$ cat config.mk
export PLATFORM = sky130hd
export DESIGN_NAME = bmma_ram
export DESIGN_NICKNAME = d
export VERILOG_FILES = /design/src/sv/bmma_ram.sv
export SDC_FILE = /design/constraint.sdc
export NUM_CORES = 2
export LEC_CHECK = 0
export BUFFER_PORTS_ARGS = -buffer_cell sky130_fd_sc_hd__buf_2
export CORE_MARGIN = 2
export CORE_UTILIZATION = 63
export DETAILED_ROUTE_END_ITERATION = 8
export PLACE_DENSITY = 0.76
export SYNTH_ARGS = -nofsm -noshare
export SYNTH_HDL_FRONTEND = slang
export SYNTH_SLANG_ARGS = --single-unit
$ cat constraint.sdc
create_clock -name clk -period 4.5 [get_ports clk]
set_clock_uncertainty 0.15 [all_clocks]
set_input_delay 0.9 -clock clk [delete_from_list [all_inputs] [get_ports clk]]
set_output_delay 0.9 -clock clk [all_outputs]
set_load 0.005 [all_outputs]
$ cat src/sv/bmma_ram.sv
// generic single write, single registered read memory
module bmma_ram #(
  parameter int WIDTH = 32,
  parameter int DEPTH = 64
) (
  input  logic                     clk,
  input  logic                     wr_en,
  input  logic [$clog2(DEPTH)-1:0] wr_addr,
  input  logic [WIDTH-1:0]         wr_data,
  input  logic                     rd_en,
  input  logic [$clog2(DEPTH)-1:0] rd_addr,
  output logic [WIDTH-1:0]         rd_data
);

  logic [WIDTH-1:0] mem [DEPTH];

  always_ff @(posedge clk) begin
    if (wr_en) begin
      mem[wr_addr] <= wr_data;
    end
    if (rd_en) begin
      rd_data <= mem[rd_addr];
    end
  end

endmodule

# Yosys cells after proc, flatten, opt, wreduce, memory -nomap -nowiden
# Memory sizes are Yosys's and may differ from the RTL's. A register that Yosys moved wholly into a read port is not among the register bits.
# Cells that the tools add are included.
# word_totals
reg_bits	0
n_memories	1
inputBits	47
output_inout_bits	32
ramBits	2048
# classes
mux	2
# mem_list
memory	depth	width	rd	rd_clocked_by_memory_dff	write_ports	line	rtl
mem	64	32	1	1	1	15	logic [WIDTH-1:0] mem [DEPTH];
# op_table
op	count
2-to-1 mux 1 bit	2

# Longest topological paths before layout
# logic_depth
ltp_word	2
mapped_depth	10
depth_no_buf	5

# Least setup slack after synthesis
# Ideal clock, no wire load.
# synth_timing
kind	in2reg
start	input port wr_addr[3]
end	memory mem[48][0] (enable)
t_arrival_ps	3599
setup_slack_ps	290
stages	4
n_path_buf	1
setup_time_ps	461
t_required_ps	3889
path_cell_list	clkbuf_1 -> nor2b_1 -> nand4b_1 -> nor3_1
# synth_lines
item	line	rtl
start: declaration	8	input logic [$clog2(DEPTH)-1:0] wr_addr,
end: declaration	15	
# No word-level cell before the write port.

==> summary.md <==
| Metric | Value |
|---|---|
| Wirelength per Cell | `around 38 um` |
| Final nets | `3624` |
| First-pass GRT wire length | `288 mm` |
| EDFF count, synth | `2080` |
| Initial DRC count | `6242` |
| CTS Sinks | `approximately 2.1k` |
| Row cnt | `around 130` |
| Num CTS Buffers | `194` |
| Tot GR Track Use | `0.325` |
| Met3 routed WL | `approximately 27 mm` |
| Placed Instances | `5018` |
| Arrival time of the worst setup path | `3.76 ns` |
| Routability cong. | `0.833` |
| Metal-1 WL | `67.5 mm` |
| Hold depth | `3` |
| Max layer used | `met5` |
| Core box area | `124000 um2` |
| Post-DRT Antenna Nets | `0` |
| Setup_tns | `0 ns` |
| Yosys warns | `0` |
| Initial antenna violation count | `14` |
| Io pins | `between 70 and 80` |
| Register bit total from synthesis | `2080` |
| Asr flop ratio synth | `0` |
| Syn_area_per_cell | `23.7 um2` |
| Type of the worst setup path | `input port to flip-flop` |
| Htree depth | `4` |
| Final Cycle Share | `0.755` |
| Largest net degree at the start of global routing | `71` |
| Max IR drop VDD | `428 uV` |
| Worst Hold Class | `input port to flip-flop` |
| First drt pass iteration count | `8` |
| Die width | `roughly 360 um` |
| Area grow syn2layout | `12.4%` |
| CTS tree | `done` |
| Leakage | `27.6 nW` |
| Post-route DRC | `0` |
| Setup crit end kind | `flip-flop` |
| Distinct cells, synth | `33` |
| Minimum clock period | `between 3 and 4 ns` |
| Post-CTS setup buffer count | `0` |
| Post-CTS Resized | `0` |
| Clock Pin Slew Worst Setup and Hold Paths | `0.06 ns` |
| Fin worst setup slack | `~1.1 ns` |
| Fmax | `approximately 290 MHz` |
| Die Span Y | `358 um` |
| DR WL met2 | `~100 mm` |
| Final Hold Fails | `0` |
| Pins Over Slew Limit | `0` |
| Detailed Place HPWL | `104 mm` |
| Global route total overflow | `0` |
| I/O Buffers | `78` |
| Initial Util | `0.636` |
| Register area share after synthesis | `0.792` |
| CP required | `4.86 ns` |
| Startpoint class of the critical path | `input port` |
| Synthesized area | `78800 um2` |
| Layout cell share with drive strength beyond 1 | `0.299` |
| Unrepaired setup endpoints after global routing | `false` |
| Worst skew pair latency | `0.82 ns` |
| Actual slew at the worst max-slew pin | `between 1 and 1.5 ns` |
| Vias in the first global route | `39.9k` |
| Clock root buffer | `clkbuf_16` |
| Outcome | `finished clean` |
| Post-Syn Nets | `3371` |
| Final setup violation count | `0` |
| Cell Pwr Density | `approximately 450 nW/um2` |
| Dpl ws | `0.310 ns` |
| Synthesized netlist cell count | `3324` |
| Die area | `128000 um2` |
| Vias | `38.7k` |
| Clock buffer depth | `3` |
| Worst R2R Path Depth | `4` |
| Slew margin rel. | `0.165` |
| Finished Layout Cells | `5381` |
| WL final | `between 200 and 250 mm` |
| Ys flop type | `edfxtp_1` |
| Hold_buf cts | `0` |
| # Max-Cap Violations | `0` |
| Vias/cell | `between 7 and 8` |
| CP max FO | `36` |
-- cell families after synthesis --
group,Yosys count,share of synthesized area
AOI/OAI and AO/OA,202,0.0167
DFF,2080,0.792
buffers and inverters,182,0.0112
muxes,637,0.167
and+or+nand+nor,223,0.0126
-- flip-flops by register name, indices dropped and copies added, names as in the netlist --
name,cells
mem,2048
rd_data,32
-- Yosys cell counts (2+ instances only) --
| library cell | instances | share of area |
|---|---|---|
| mux2i_1 | 93 | 0.012 |
| nand3_1 | 5 | 0.00032 |
| or3b_1 | 2 | 0.00022 |
| nand2_1 | 26 | 0.0012 |
| and3_1 | 4 | 0.00032 |
| a22oi_1 | 12 | 0.0011 |
| buf_2 | 57 | 0.0036 |
| edfxtp_1 | 2080 | 0.79 |
| a311oi_1 | 8 | 0.00089 |
| buf_4 | 25 | 0.0024 |
| nand4_1 | 2 | 0.00016 |
| buf_1 | 21 | 0.0010 |
| clkbuf_1 | 74 | 0.0035 |
| a41o_1 | 4 | 0.00051 |
| or3b_2 | 3 | 0.00033 |
| nand2b_1 | 8 | 0.00063 |
| mux4_2 | 544 | 0.16 |
| or3_1 | 3 | 0.00024 |
| a21oi_1 | 62 | 0.0039 |
| nor3_1 | 7 | 0.00044 |
| o32ai_1 | 4 | 0.00044 |
| o22ai_1 | 84 | 0.0067 |
| nand3b_1 | 5 | 0.00048 |
| nor2_1 | 137 | 0.0065 |
| o221ai_1 | 27 | 0.0030 |
| nor2b_1 | 15 | 0.0012 |
| buf_6 | 5 | 0.00071 |
| and2_1 | 2 | 0.00016 |
-- cell usage in the layout (no fill, tap or decap), types with 5 or more instances in the layout --
cell	count
nand3_1	5
bufinv_16	15
clkinv_1	44
buf_4	135
nor3_1	5
buf_12	27
o221ai_1	27
clkbuf_1	46
clkinvlp_4	7
o22ai_1	84
nor2_1	75
mux2i_1	93
nand2b_1	8
nor2b_1	15
buf_2	74
a22oi_1	12
a21oi_1	62
mux4_2	544
diode_2	6
nand2_1	26
nand3b_1	5
edfxtp_1	2080
clkbuf_16	198
a311oi_1	8
inv_6	9
clkinv_2	31
nor2_4	62
-- through the flow --
step	hold WS, ns	total power, mW	util	area (um2)
after global routing	0.542	40.3	0.715	88600
final	0.555	39.4	0.715	88600
after global placement	0.653	23.8	0.665	82400
after floorplan	0.600	23.0	-	78800
after detailed placement	0.670	23.9	0.665	82400
after CTS	0.503	39.5	0.714	88600
-- cell type report --
cell class / instances / area, um2
Timing Repair Buffer: 239 / 1970
Tap cell: 1637 / 2050
Clock inverter: 113 / 997
Fill cell: 6684 / 35400
Multi-Input combinational cell: 1062 / 16000
Clock buffer: 244 / 5130
Antenna cell: 6 / 15.0
Sequential cell: 2080 / 62500
-- metal layers --
metal  vias to the layer above  global-route usage
li1                      14805                   -
met1                     20186               0.443
met2                      3180               0.511
met3                       518              0.0769
met4                        12               0.151
met5                         -                   0
-- worst max-delay path, stage by stage --
cell	delay, ns
buf_8	0.41
buf_4	0.44
mux4_2	0.59
mux4_2	0.51
o22ai_1	0.72
nor2_1	0.13
-- report_power, final --
part	switching (mW)	internal [mW]	total, mW
Combinational	1.19	0.727	1.91
Sequential	0.0933	21.5	21.6
Clock	7.00	8.93	15.9
Total	8.28	31.2	39.4
-- final timing paths --
path / start / endpoint / slack [ns]
worst max-delay path: rd_addr[0] / rd_data[14]$_DFFE_PP_ / 1.10
worst min-delay path: wr_addr[1] / mem[50][4]$_DFFE_PP_ / 0.55
worst max register to register: mem[47][14]$_DFFE_PP_ / rd_data[14]$_DFFE_PP_ / 1.76
worst min register to register: mem[28][20]$_DFFE_PP_ / rd_data[20]$_DFFE_PP_ / 0.68
Power figures use the tool's default switching activity.
