**config.mk**
```make
export PLATFORM = sky130hd
export DESIGN_NAME = bmma_cell
export DESIGN_NICKNAME = d
export VERILOG_FILES = /design/src/sv/bmma_pkg.sv /design/src/sv/bmma_cell.sv
export SDC_FILE = /design/constraint.sdc
export NUM_CORES = 2
export LEC_CHECK = 0
export CORE_ASPECT_RATIO = 0.7
export CORE_MARGIN = 4
export CORE_UTILIZATION = 39
export DETAILED_ROUTE_END_ITERATION = 8
export DONT_BUFFER_PORTS = 1
export PLACE_DENSITY = 0.61
export SYNTH_ARGS = -nofsm -noshare
export SYNTH_HDL_FRONTEND = slang
export SYNTH_SLANG_ARGS = --single-unit
```
**constraint.sdc**
```tcl
create_clock -name clk -period 8.82 [get_ports clk]
set_input_delay 0.882 -clock clk [delete_from_list [all_inputs] [get_ports clk]]
set_output_delay 0.882 -clock clk [all_outputs]
set_load 0.05 [all_outputs]
```
**src/sv/bmma_pkg.sv**
```systemverilog
// shared types and constants of the block matrix multiply-accumulate
package bmma_pkg;

  localparam int MAX_DIM  = 8;
  localparam int IDX_W    = $clog2(MAX_DIM);
  localparam int ADDR_W   = $clog2(MAX_DIM * MAX_DIM);
  localparam int DATA_W   = 32;
  localparam int ROW_W    = 3;
  localparam int DIM_W    = 4;
  localparam int S_DATA_W = 72;
  localparam int M_DATA_W = 40;
  localparam int DRAIN_CYC = MAX_DIM + 3;
  localparam int DRAIN_W   = $clog2(DRAIN_CYC + 1);
  localparam logic [DIM_W-1:0] DIM_RESET = DIM_W'(8);

  typedef enum logic [1:0] {
    OP_LOAD  = 2'd0,
    OP_MAC   = 2'd1,
    OP_CLEAR = 2'd2,
    OP_EMIT  = 2'd3
  } opcode_t;

  // one A element traveling down the row of cells
  typedef struct packed {
    logic              valid;
    logic              first;
    logic              last;
    logic [IDX_W-1:0]  row;
    logic [IDX_W-1:0]  k;
    logic [DATA_W-1:0] a;
  } tok_t;

  // B element load broadcast to the cells
  typedef struct packed {
    logic              valid;
    logic [IDX_W-1:0]  row;
    logic [IDX_W-1:0]  col;
    logic [DATA_W-1:0] b;
  } ld_t;

endpackage

```
**src/sv/bmma_cell.sv**
```systemverilog
// one multiply-accumulate cell holding one column of B and of C
module bmma_cell (
  input  logic                          clk,
  input  logic                          rst,
  input  logic [bmma_pkg::IDX_W-1:0]    col_id,
  input  logic [bmma_pkg::IDX_W-1:0]    d_last,
  input  bmma_pkg::ld_t                 ld,
  input  logic                          clr,
  input  bmma_pkg::tok_t                tok_in,
  output bmma_pkg::tok_t                tok_out,
  input  logic [bmma_pkg::IDX_W-1:0]    rd_row,
  output logic [bmma_pkg::DATA_W-1:0]   rd_data
);

  logic [bmma_pkg::DATA_W-1:0] b_col [bmma_pkg::MAX_DIM];
  logic [bmma_pkg::DATA_W-1:0] c_col [bmma_pkg::MAX_DIM];

  logic                        p_valid;
  logic                        p_first;
  logic                        p_last;
  logic [bmma_pkg::IDX_W-1:0]  p_row;
  logic [bmma_pkg::DATA_W-1:0] prod;
  logic [bmma_pkg::DATA_W-1:0] acc;
  logic                        s_valid;
  logic [bmma_pkg::IDX_W-1:0]  s_row;

  logic [bmma_pkg::IDX_W-1:0]  c_addr;
  logic [bmma_pkg::DATA_W-1:0] c_rd;
  logic                        col_en;

  assign c_addr  = s_valid ? s_row : rd_row;
  assign c_rd    = c_col[c_addr];
  assign rd_data = c_rd;
  assign col_en  = (col_id <= d_last);

  always_ff @(posedge clk) begin
    if (rst) begin
      tok_out <= '0;
      p_valid <= 1'b0;
      s_valid <= 1'b0;
      for (int r = 0; r < bmma_pkg::MAX_DIM; r++) begin
        c_col[r] <= '0;
      end
    end else begin
      tok_out <= tok_in;
      p_valid <= tok_in.valid;
      s_valid <= p_valid && p_last;
      if (clr) begin
        for (int r = 0; r < bmma_pkg::MAX_DIM; r++) begin
          c_col[r] <= '0;
        end
      end else if (s_valid && col_en) begin
        c_col[c_addr] <= c_rd + acc;
      end
    end
    // payload
    if (ld.valid && ld.col == col_id) begin
      b_col[ld.row] <= ld.b;
    end
    prod    <= tok_in.a * b_col[tok_in.k];
    p_first <= tok_in.first;
    p_last  <= tok_in.last;
    p_row   <= tok_in.row;
    s_row   <= p_row;
    if (p_valid) begin
      acc <= p_first ? prod : acc + prod;
    end
  end

endmodule

```
After elaboration in Yosys (flattened, before gate mapping). Memories as Yosys holds them, arrays and structs flattened. Index checks and enable logic that the tools add are counted.

Memories: 2. Output and inout port bits: 73. Register bits after elaboration: 114. Word-level logic and storage cells: 56. RAM bits: 512.

Memory list: b_col (words 8, bits a word 32, rd ports 1, clocked after Yosys merged registers in 0, wr ports 1, RTL line bmma_cell.sv:15) `logic [bmma_pkg::DATA_W-1:0] b_col [bmma_pkg::MAX_DIM];`; c_col (words 8, bits a word 32, rd ports 1, clocked after Yosys merged registers in 0, wr ports 8, RTL line bmma_cell.sv:16) `logic [bmma_pkg::DATA_W-1:0] c_col [bmma_pkg::MAX_DIM];`.

Mux-type cells: 24. $add $sub $neg: 2. Equality and inequality tests: 1. $lt $le $gt $ge: 1. Reductions and logical operators: 4. Bitwise logic cells: 8. Multiply operators: 1.

Operators with widths (number): $mux W32 (10); $add A32 B32 Y32 (2); $mul A32 B32 Y32 (1); $reduce_or A32 Y1 (1); $mux W1 (12); $or A1 B1 Y1 (8); $mux W3 (2); $eq A3 B3 Y1 (1); $le A3 B3 Y1 (1); $logic_and A1 B1 Y1 (3).

Longest topological paths before layout.
Depth in word-level cells: 8. Mapped depth: 33. Mapped depth without buffers: 29.

Worst setup path before layout. Ideal clock, no wire load.

Path type: input to register. Start: input tok_in[32] (netlist bit). End: register prod[31] (netlist bit). Required time: 8748 ps. Library setup time: 72 ps. Path slack: -289 ps. Path buffers: 5. Stages on the path: 32. Arrival time: 9037 ps. Cell sequence: buf_6 -> buf_6 -> buf_2 -> mux4_2 -> mux2i_1 -> clkbuf_1 -> clkbuf_1 -> nor2b_1 -> fa_1 -> inv_1 -> fa_1 -> fa_1 -> fa_1 -> inv_1 -> fa_1 -> inv_1 -> fa_1 -> inv_1 -> fa_1 -> fa_1 -> ha_1 -> a21o_1 -> a21o_1 -> a21o_1 -> a221o_1 -> a31oi_1 -> o31ai_1 -> a21oi_1 -> nor2b_1 -> o21a_1 -> o41ai_1 -> xnor2_1.

Longest elaborated chain between the ends: 2.

Ends and longest elaborated chain: start, declared (RTL line bmma_cell.sv:9) `input bmma_pkg::tok_t tok_in,`; $mem_v2 Z8 W32; $mul A32 B32 Y32 (RTL line bmma_cell.sv:60) `prod <= tok_in.a * b_col[tok_in.k];`; end signal, assigned (RTL line bmma_cell.sv:60); end, declared (RTL line bmma_cell.sv:22) `logic [bmma_pkg::DATA_W-1:0] prod;`.

Every way passes these cells. A chain may end at the register's enable or synchronous reset.

Final worst setup path. Ends and elaborated chain as after synthesis.

==> flow_summary_export.csv <==
group,metric,value,unit
route,wl_met1,52700,um
min_path,min_path_type,"input port to flop",
route,route.top_layer_used,"met4",
worst_setup_path,cp_data_arrival_time,8.64,ns
sta,hold_viol,0,
route,vias,27100,
logic_synthesis,synth_area,42100,um2
floorplanning,fp.dieW,401,um
route,drc,0,
floorplanning,core_area,107000,um2
clock_network,tritoncts,"yes",
logic_synthesis,ys_seq_area_frac,0.427,
global_route,grt_pass1_wl,179000,um
logic_synthesis,synth.distinct_cells,73,
sta,worst_slew_pin_slew,1.18,ns
logic_synthesis,yosysWarnings,0,
clock_network,clockRootBuffer,"clkbuf_16",
clock_network,clock_sinks,626,
placement,dp.cells,4929,
floorplanning,die_area,113000,um2
floorplanning,ios,165,
clock_network,clock_path_buffers,3,
clock_network,htree_levels,3,
logic_synthesis,synth_edf_count,544,
logic_synthesis,yosysTopAreaCell,"edfxtp_1",
clock_network,cts.repair.resized,0,
run,cap_violations,0,
clock_network,postCtsSetupRepairBufs,0,
final_layout,area_growth,9.32,%
route,ant_nets,0,
worst_setup_path,worstPathMaxFanout,49,
final_layout,final_cells,5052,
sta,period_needed,8.15,ns
clock_network,clk_pin_slew,0.06,ns
final_layout,final_nets,4260,
placement,dp_hpwl,80600,um
worst_setup_path,endpoint_kind,"flop",
global_route,grt_pass1_vias,27500,
route,wl_met3,13400,um
logic_synthesis,synth_nets,4289,
final_layout,drive_gt1_frac,0.0773,
sta,finClkSkew,0.0354,ns
route,viasPerCell,5.35,
route,wl_met2,51100,um
sta,fmax,123,MHz
logic_synthesis,synth_top_area_share,0.388,
sta,max_slew_margin,0.213,
final_layout,fillers,9874,
logic_synthesis,async_flop_share,0,
logic_synthesis,synth_area_leaders,"edfxtp_1 (39%), fa_1 (19%), ha_1 (5.6%)",
worst_setup_path,startpoint_type,"input port",
sta,fin_hold_ws,0.273,ns
route,wl,119000,um
clock_network,cts_inserted_buffers,67,
placement,port_buffers,0,
min_path,hold_start,"tok_in[35]",
global_route,antenna_found_initial,11,
sta,rsz0062_at_grt,"false",
clock_network,postCtsHoldBufs,0,
logic_synthesis,synth_common_cells,"edfxtp_1 (544), inv_1 (431), fa_1 (410)",
worst_setup_path,critPathLaunch,"tok_in[32]",
status,status,"completed",
global_route,grt-ovfl-total,0,
sta,setup-tns-final,0,ns
floorplanning,initial_core_util,0.395,
worst_setup_path,worstPathRequired,9.31,ns
floorplanning,die_h,283,um
sta,setup_violations,0,
final_layout,fin_util,0.432,
placement,globalplace.congestion,0.862,
route,drt-pass1-iter-count,5,
clock_network,clock_latency,0.66,ns
worst_setup_path,worstReg2RegStart,"b_col[7][7]",
floorplanning,fp-row-count,100,
logic_synthesis,ys_ff_latch,626,
logic_synthesis,syn_avg_cell_area,11.7,um2
sta,post-route-period-util,0.924,
logic_synthesis,synth_flop_cell,"edfxtp_1",
global_route,track_usage,0.209,
route,wl_per_cell,23.6,um
logic_synthesis,yosysMostFrequentCell,"edfxtp_1",
worst_setup_path,crit_type,"input port to flop",
global_route,grt_max_degree,73,
sta,drv_slew,0,
logic_synthesis,postSynthCellCount,3599,
route,drtIter0Drc,2533,
cells by family after synthesis:
family / count (synthesis) / share of synthesized area
multiplexers: 112 / 0.0428
XOR/XNOR: 146 / 0.0307
adder cells (fa/ha/maj): 598 / 0.251
buffers and inverters: 603 / 0.0571
AND/OR/NAND/NOR: 1105 / 0.126
AO/OA/AOI/OAI: 409 / 0.0662
flip-flops: 626 / 0.427
routing by layer:
| metal | GRT usage | vias to the layer above |
|---|---|---|
| met5 | 0 | - |
| met4 | 0.0399 | 0 |
| met3 | 0.0738 | 153 |
| met2 | 0.305 | 1224 |
| met1 | 0.302 | 13700 |
| li1 | - | 12000 |
cells in the final DEF (no fill, tap or decap), types with 41 or more instances in the layout:
cell type and count:
nand2_1 291, buf_4 72, nor2_1 315, o21ai_0 65, mux2i_1 41, ha_1 188
clkbuf_16 67, fa_1 410, a21o_1 41, nor2b_1 142, xor2_1 46, mux4_2 44
inv_1 431, a21oi_1 78, dfxtp_1 80, edfxtp_1 544, and2_1 197, xnor2_1 98
a22oi_1 116
path summary, 6_finish.rpt:
check              to  slack [ns]  cells after the start
min          p_row[0]        0.27                      0
min reg2reg  s_row[1]        0.33                      0
max reg2reg  prod[31]        0.84                     28
max          prod[31]        0.67                     28
critical path: stages:
cell and delay (ns):
clkinv_2 0.04, nor2_1 0.71, a221oi_2 0.23, and2_1 0.24
fa_1 0.56, fa_1 0.44, fa_1 0.52, inv_1 0.05
fa_1 0.48, inv_1 0.06, fa_1 0.49, inv_1 0.07
fa_1 0.54, inv_1 0.05, fa_1 0.49, fa_1 0.41
ha_1 0.32, a21o_1 0.17, a21o_1 0.17, a21o_1 0.19
a221o_1 0.38, a31oi_1 0.17, o31ai_1 0.11, a21oi_1 0.23
nor2b_1 0.07, o21a_1 0.19, o41ai_2 0.25, xnor2_1 0.09
per-stage QoR:
stage / cell area [um2] / setup slack, ns
final: 46100 / 0.674
after global routing: 46100 / 0.330
after CTS: 46100 / 0.754
after detailed placement: 43900 / 0.0748
after global placement: 43900 / 0.153
after floorplan: 42200 / 0.0339
area by class of cell:
| type | instances | area [um2] | area share |
|---|---|---|---|
| Sequential cell | 626 | 18000 | 0.390 |
| Tap cell | 1428 | 1790 | 0.0388 |
| Clock inverter | 30 | 330 | 0.00717 |
| Multi-Input combinational cell | 2370 | 22000 | 0.477 |
| Antenna cell | 2 | 5.00 | 0.000109 |
| Clock buffer | 91 | 1820 | 0.0395 |
| Timing Repair Buffer | 72 | 541 | 0.0117 |
| Inverter | 433 | 1630 | 0.0353 |
flip-flops by register name, indices dropped and copies added (netlist names):
signal	cells
c_col	256
s_valid	1
s_row	3
p_last	1
p_valid	1
prod	32
acc	32
p_first	1
b_col	256
p_row	3
tok_out	40
Power is not shown: default switching activity piles up to over one toggle a cycle in this logic, so the estimate is an artifact.
